$ cat src/pcq_pkg.sv
`timescale 1ns / 1ps
// ----------------------------------------------------------------------------
// pcq_pkg: shared types and constants for the quota accounting table
// Holds command codes, status and event codes, reset quotas and cell types.
// ----------------------------------------------------------------------------
package pcq_pkg;

  localparam int MAX_KINDS = 7;

  typedef enum logic [3:0] {
    ACT_REGISTER   = 4'd0,
    ACT_UNREGISTER = 4'd1,
    ACT_SET_QUOTA  = 4'd2,
    ACT_REQUEST    = 4'd3,
    ACT_RELEASE    = 4'd4,
    ACT_QUERY      = 4'd5,
    ACT_CHECK      = 4'd6,
    ACT_RESET      = 4'd7,
    ACT_SYS_TOTAL  = 4'd8
  } action_t;

  localparam logic [2:0] ST_OK        = 3'd0;
  localparam logic [2:0] ST_ALREADY   = 3'd1;
  localparam logic [2:0] ST_FULL      = 3'd2;
  localparam logic [2:0] ST_NOT_FOUND = 3'd3;
  localparam logic [2:0] ST_BAD_KIND  = 3'd4;
  localparam logic [2:0] ST_OVER      = 3'd5;

  localparam logic [1:0] EV_NONE     = 2'd0;
  localparam logic [1:0] EV_EXCEEDED = 2'd1;
  localparam logic [1:0] EV_WARNING  = 2'd2;
  localparam logic [1:0] EV_RESET    = 2'd3;

  localparam logic [2:0] CFG_WARN = 3'd7;

  localparam int MAX_RESULTS = 16;

  localparam logic [31:0] RESET_QUOTA [MAX_KINDS] = '{
    32'd65536, 32'd10000000, 32'd131072, 32'd1048576, 32'd1048576, 32'd8, 32'd4
  };
  localparam logic [6:0] RESET_WARN = 7'd80;

  typedef enum logic [2:0] {
    S_IDLE, S_LOOK, S_EXEC, S_MATH, S_SWEEP, S_OUT
  } state_t;

  // Command that the controller broadcasts to every cell.
  typedef struct packed {
    logic        wr_new;    // load defaults into the cell named by sel
    logic        wr_free;   // clear in-use mark of the selected cell
    logic        wr_use;    // write usage for kind
    logic        wr_quota;  // write quota for kind
    logic        clr_use;   // clear all usage of selected cell
    logic [2:0]  kind;
    logic [31:0] value;
    logic [31:0] id;
  } cell_cmd_t;

  typedef struct packed {
    logic        used;
    logic [31:0] id;
    logic [31:0] usage;
    logic [31:0] quota;
  } cell_view_t;

endpackage

$ cat src/pcq_cell.sv
`timescale 1ns / 1ps
// ----------------------------------------------------------------------------
// pcq_cell: one client slot of the table
// Keeps id, in-use mark, usage and quota per kind; passes match and free
// search results along the chain.
// ----------------------------------------------------------------------------
module pcq_cell import pcq_pkg::*; #(
  parameter int KINDS = 7
) (
  input  logic        clk,
  input  logic        rst,
  input  cell_cmd_t   cmd,
  input  logic        sel,
  input  logic [31:0] defaults [KINDS],
  input  logic        hit_in,
  input  logic        free_in,
  output logic        hit_out,
  output logic        free_out,
  output logic        match,
  output logic        first_free,
  output cell_view_t  view
);

  logic        used;
  logic [31:0] id;
  logic [31:0] usage [KINDS];
  logic [31:0] quota [KINDS];
  logic [$clog2(KINDS+1)-1:0] kidx;

  assign kidx       = cmd.kind[$clog2(KINDS+1)-1:0];
  assign match      = used && (id == cmd.id);
  assign first_free = !used && !free_in;
  assign hit_out    = hit_in | match;
  assign free_out   = free_in | !used;

  always_comb begin
    view.used  = used;
    view.id    = id;
    view.usage = '0;
    view.quota = '0;
    for (int k = 0; k < KINDS; k++) begin
      if (kidx == k[$clog2(KINDS+1)-1:0]) begin
        view.usage = usage[k];
        view.quota = quota[k];
      end
    end
  end

  always_ff @(posedge clk) begin
    if (rst) begin
      used <= 1'b0;
    end else if (sel && cmd.wr_new) begin
      used <= 1'b1;
    end else if (sel && cmd.wr_free) begin
      used <= 1'b0;
    end
  end

  always_ff @(posedge clk) begin
    if (sel && cmd.wr_new) begin
      id <= cmd.id;
    end
    for (int k = 0; k < KINDS; k++) begin
      if (sel && cmd.wr_new) begin
        usage[k] <= '0;
        quota[k] <= defaults[k];
      end else if (sel && cmd.clr_use) begin
        usage[k] <= '0;
      end else if (sel && kidx == k[$clog2(KINDS+1)-1:0]) begin
        if (cmd.wr_use) begin
          usage[k] <= cmd.value;
        end
        if (cmd.wr_quota) begin
          quota[k] <= cmd.value;
        end
      end
    end
  end

endmodule

$ cat config.mk
export PLATFORM = sky130hd
export DESIGN_NAME = pcq_cell
export DESIGN_NICKNAME = d
export VERILOG_FILES = /design/src/pcq_pkg.sv /design/src/pcq_cell.sv
export SDC_FILE = /design/constraint.sdc
export NUM_CORES = 1
export LEC_CHECK = 0
export BUFFER_PORTS_ARGS = -buffer_cell sky130_fd_sc_hd__buf_4
export CAP_MARGIN = 20
export CORE_MARGIN = 2
export CORE_UTILIZATION = 39
export DETAILED_ROUTE_END_ITERATION = 10
export SYNTH_ARGS = -nofsm -noshare
export SYNTH_HDL_FRONTEND = slang
export SYNTH_SLANG_ARGS = --single-unit
$ cat constraint.sdc
create_clock -name clk -period 5 [get_ports clk]
set_input_delay 0 -clock clk [delete_from_list [all_inputs] [get_ports clk]]
set_output_delay 0 -clock clk [all_outputs]
set_load 0.03 [all_outputs]
# == Word level (Yosys, flattened, before mapping) ==
# Memories as Yosys holds them, arrays and structs flattened.
# Index checks and enable logic that the tools add are counted.
# classes
n_eq_ne,7
muxes,93
bitwise,23
reduce_logical,16
# ops
operator,n
$mux W32,21
$mux W64,7
$mux W1,65
$eq A32 B32 Y1,1
$or A1 B1 Y1,23
$logic_and A1 B1 Y1,12
$eq A3 B3 Y1 const B,3
$eq A3 B2 Y1 const B,2
$eq A3 B1 Y1 const B,1
$logic_not A3 Y1,1
$logic_not A1 Y1,2
$reduce_bool A2 Y1,1
# totals
reg_bits,33
ram_bits,448
inputBits,301
out_inout_bits,101
wordCells,143
mem_count,2
# memory_table
name,depth,width,read_ports,rd_clocked_by_memory_dff,write_ports,line_no,source
quota,7,32,7,0,7,pcq_cell.sv:27,logic [31:0] quota [KINDS];
usage,7,32,7,0,7,pcq_cell.sv:26,logic [31:0] usage [KINDS];

# == Logic depth before layout (Yosys ltp) ==
# logic_depth
depth_word,8
depth_mapped,7
ltp_nobuf,4

# == Worst setup path before layout ==
# Ideal clock, no wire load.
# synth_timing
path_kind,input-to-reg
start,input port cmd[64] (netlist bit)
end,memory quota[0][0] (enable)
setup_time_ns,0.511
arrival_ns,4.061
required_ns,4.489
slack_ns,0.428
stages,5
n_path_buf,4
path_cell_list,buf_4 -> buf_4 -> buf_2 -> buf_2 -> o41ai_1
# synth_rtl
item,line_no,source
"start, declared",pcq_cell.sv:12,"input cell_cmd_t cmd,"
"end, declared",pcq_cell.sv:27,

==> run_results.csv <==
group,metric,value,unit
worst_hold_path,hold_path_startpoint,"cmd[66]",
synthesis,ys_seq_elements,481,
pwr,p_int,7.58,mW
worst_hold_path,whs_path_depth,3,
placed_design,port_buffers,401,
critical_path,worst_ep_arrival_time,3530,ps
sta,rsz0062_at_grt,"no",
cts,cts_resized,0,
floorplan,std_cell_rows,89,
pwr,switching_power,2.60,mW
route,drtAntennaViolNets,0,
floorplan,die_h,247,um
cts,cts-buffers-inserted,53,
pwr,ir_worst_vdd,0.000267,V
layout,nNetsFinal,2790,
sta,finalCritPeriodShare,63.4,%
sta,timing.fmax,315,MHz
critical_path,rrSetupSlack,3740,ps
sta,hold_viol_final,0,
critical_path,worst-path-max-fanout,43,
route,drc,0,
critical_path,crit_start,"cmd[65]",
floorplan,core,58800,sq um
cts,cts-root-buf,"clkbuf_16",
sta,finalMaxSlewViolations,0,
route,drt_pass1_iterations,6,
critical_path,r2r-end,"used$_SDFFE_PP0P_",
run_status,status,"finished, final reports clean",
pwr,pwr-share-seq,47.5,%
synthesis,synthesis.nets,1950,
route,via_per_inst,5.51,
global_routing,grt_pass1_wl,117000,um
floorplan,io_pins,402,
placed_design,placedCellCount,2690,
cts,path_clk_slew,60,ps
cts,cts_tree,"yes",
synthesis,async_reset_ff_share,0,%
route,routed_wl,79400,um
worst_hold_path,hold-path-endpoint,"usage[0][1]$_SDFFCE_PN0P_",
pwr,leakagePower,13.4,nW
pwr,power_density,303,nW/um^2
sta,slew_headroom,25.3,%
synthesis,ys_seq_area_share,62.6,%
sta,post-route-min-period,3170,ps
layout,area_delta_synth_final,45.5,%
synthesis,ys_warn_count,0,
global_routing,grt_pass1_vias,19000,
critical_path,cp-end-kind,"flop",
synthesis,netlist_area,23100,sq um
synthesis,syn_avg_cell_area,14.0,sq um
pwr,clkPwrFrac,36.0,%
floorplan,die_area,61100,sq um
cts,clock_latency,600,ps
pwr,power_frac_comb,16.5,%
sta,setup_tns,0,ps
placed_design,dp_hpwl,47800,um
placed_design,globalplace.congestion,0.855,
cts,htree_levels,2,
floorplan,initial_core_util,39.2,%
route,dr_wl_met2,39200,um
critical_path,r2r_cells,3,
cts,cts_sinks,481,
layout,fin_cells,3305,
floorplan,die_x,247,um
synthesis,synth_edf_count,480,
route,routed-wl-met3,5780,um
sta,skew,0,ps
synthesis,synthCells,1649,
route,wl_per_cell,24.0,um
synthesis,synthDistinctLibCells,45,
route,top_layer_used,"met5",
pwr,switching_share,25.6,%
global_routing,antenna_found_initial,9,
global_routing,groute.usage.overall,25.6,%
global_routing,grt_max_degree,119,
sta,worstMarginPinSlew,1120,ps
worst_hold_path,hold_path_class,"input pin to flop",
cts,cts_buffer_depth,3,
sta,finalSetupViolCount,0,
critical_path,start_kind,"input pin",
layout,fin_util,57.1,%
critical_path,path_class,"input pin to flop",
global_routing,overflow,0,
run,maxCapViolCount,0,
critical_path,crit_required,5360,ps
critical_path,r2r-start,"used$_SDFFE_PP0P_",
route,num_vias,18200,
layout,drive_gt1_share,29.9,%
route,drt-met1-wl,31400,um
synthesis,synth-main-ff-cell,"edfxtp_1",
layout,fillers,4632,
route,drtIter0Drc,1790,
==> area by class of cell <==
class | instances | area, sq um | share of cell area, %
clock inverter | 32 | 214 | 0.637
antenna | 4 | 10.0 | 0.0298
sequential | 481 | 14400 | 43.0
multi-input combinational | 994 | 8000 | 23.8
clock buffer | 62 | 1360 | 4.05
timing repair buffer | 953 | 8560 | 25.5
tap | 773 | 967 | 2.88
inverter | 6 | 22.5 | 0.0671
==> cells by family after synthesis <==
| kind of cell | count (synthesis) | synth area share (%) |
|---|---|---|
| compound gates | 273 | 9.16 |
| xor+xnor | 29 | 1.10 |
| buf+inv | 174 | 3.50 |
| flops | 481 | 62.6 |
| mux | 288 | 14.2 |
| simple gates | 404 | 9.48 |
==> cell usage after synthesis, types with 4 or more instances <==
library cell	n	area, sq um
mux2_4	30	450
mux2i_1	64	641
o2bb2ai_1	64	561
o21ai_1	56	280
nand2_1	81	304
and2_1	65	407
edfxtp_1	480	14400
nor4_1	6	37.5
a222oi_1	65	651
buf_1	5	18.8
and3_1	162	1010
buf_2	52	260
inv_1	5	18.8
mux2_2	190	2140
nand2b_1	4	25.0
buf_6	7	78.8
clkbuf_1	92	345
xor2_1	27	236
buf_4	9	67.6
nor2_1	69	259
o21ai_0	17	85.1
a21o_1	64	480
mux2_1	4	45.0
==> flip-flops by register name, indices dropped and copies added (netlist names) <==
signal	count
used	1
usage	224
quota	224
id	32
==> critical path, stage by stage <==
cell	delay, ps
buf_4	590
nand2b_1	280
nor2_4	640
nand2_2	740
mux2_1	580
dlygate4sd3_1	590
==> power groups by stage <==
stage	Clock (mW)	Combinational [mW]	Sequential [mW]
after floorplan	0	0.668	4.94
after global placement	0	1.30	4.91
after detailed placement	0	1.32	4.92
after CTS	3.70	1.66	4.83
after global routing	3.84	1.77	4.86
final	3.67	1.68	4.84
==> stage by stage <==
stage	worst slack, ps	hold slack (ps)	total power [mW]	cell area (sq um)
5_1_grt	1640	60.8	10.5	33600
3_3_place_gp	1800	157	6.20	26600
3_5_place_dp	1800	161	6.24	26800
6_report	1830	71.1	10.2	33600
2_1_floorplan	428	69.1	5.61	23100
4_1_cts	1830	28.9	10.2	33500
==> what timing repair did <==
action                                  in CTS  in global routing
hold buffers                               514                  0
endpoints found under the setup margin       0                  0
setup buffers                                0                  0
hold endpoints to repair                   481                  0
==> layer usage <==
metal,up-vias,global-route usage [%]
li1,8032,-
met2,850,43.4
met3,167,4.60
met4,8,10.3
met5,-,0
met1,9169,32.3
==> how the worst max path moves through the flow <==
stage                     cells past startpoint  slack, ps                endpoint
after floorplan                               5        430   quota[0][0]$_DFFE_PP_
after global placement                        4       1800  quota[0][11]$_DFFE_PP_
after detailed placement                      5       1800  quota[2][10]$_DFFE_PP_
after CTS                                     7       1830                view[33]
after global routing                          7       1640                view[33]
final                                         6       1830   quota[2][9]$_DFFE_PP_
==> cell usage in the layout, fill, tap and decap left out, drive strengths merged, types with 2 or more instances in the layout <==
| master | instances |
|---|---|
| o2bb2ai | 64 |
| clkbuf | 62 |
| nand2b | 4 |
| clkinv | 29 |
| edfxtp | 480 |
| xnor2 | 2 |
| nand3 | 3 |
| and3 | 163 |
| o31ai | 3 |
| xor2 | 27 |
| nor4 | 6 |
| nor2b | 3 |
| nor3 | 3 |
| o21ai | 73 |
| buf | 439 |
| dlygate4sd3 | 514 |
| a21o | 64 |
| nand2 | 82 |
| inv | 7 |
| a222oi | 65 |
| nor2 | 72 |
| and2 | 65 |
| bufinv | 2 |
| diode | 4 |
| mux2 | 224 |
| mux2i | 64 |
Power figures use the tool's default switching activity.
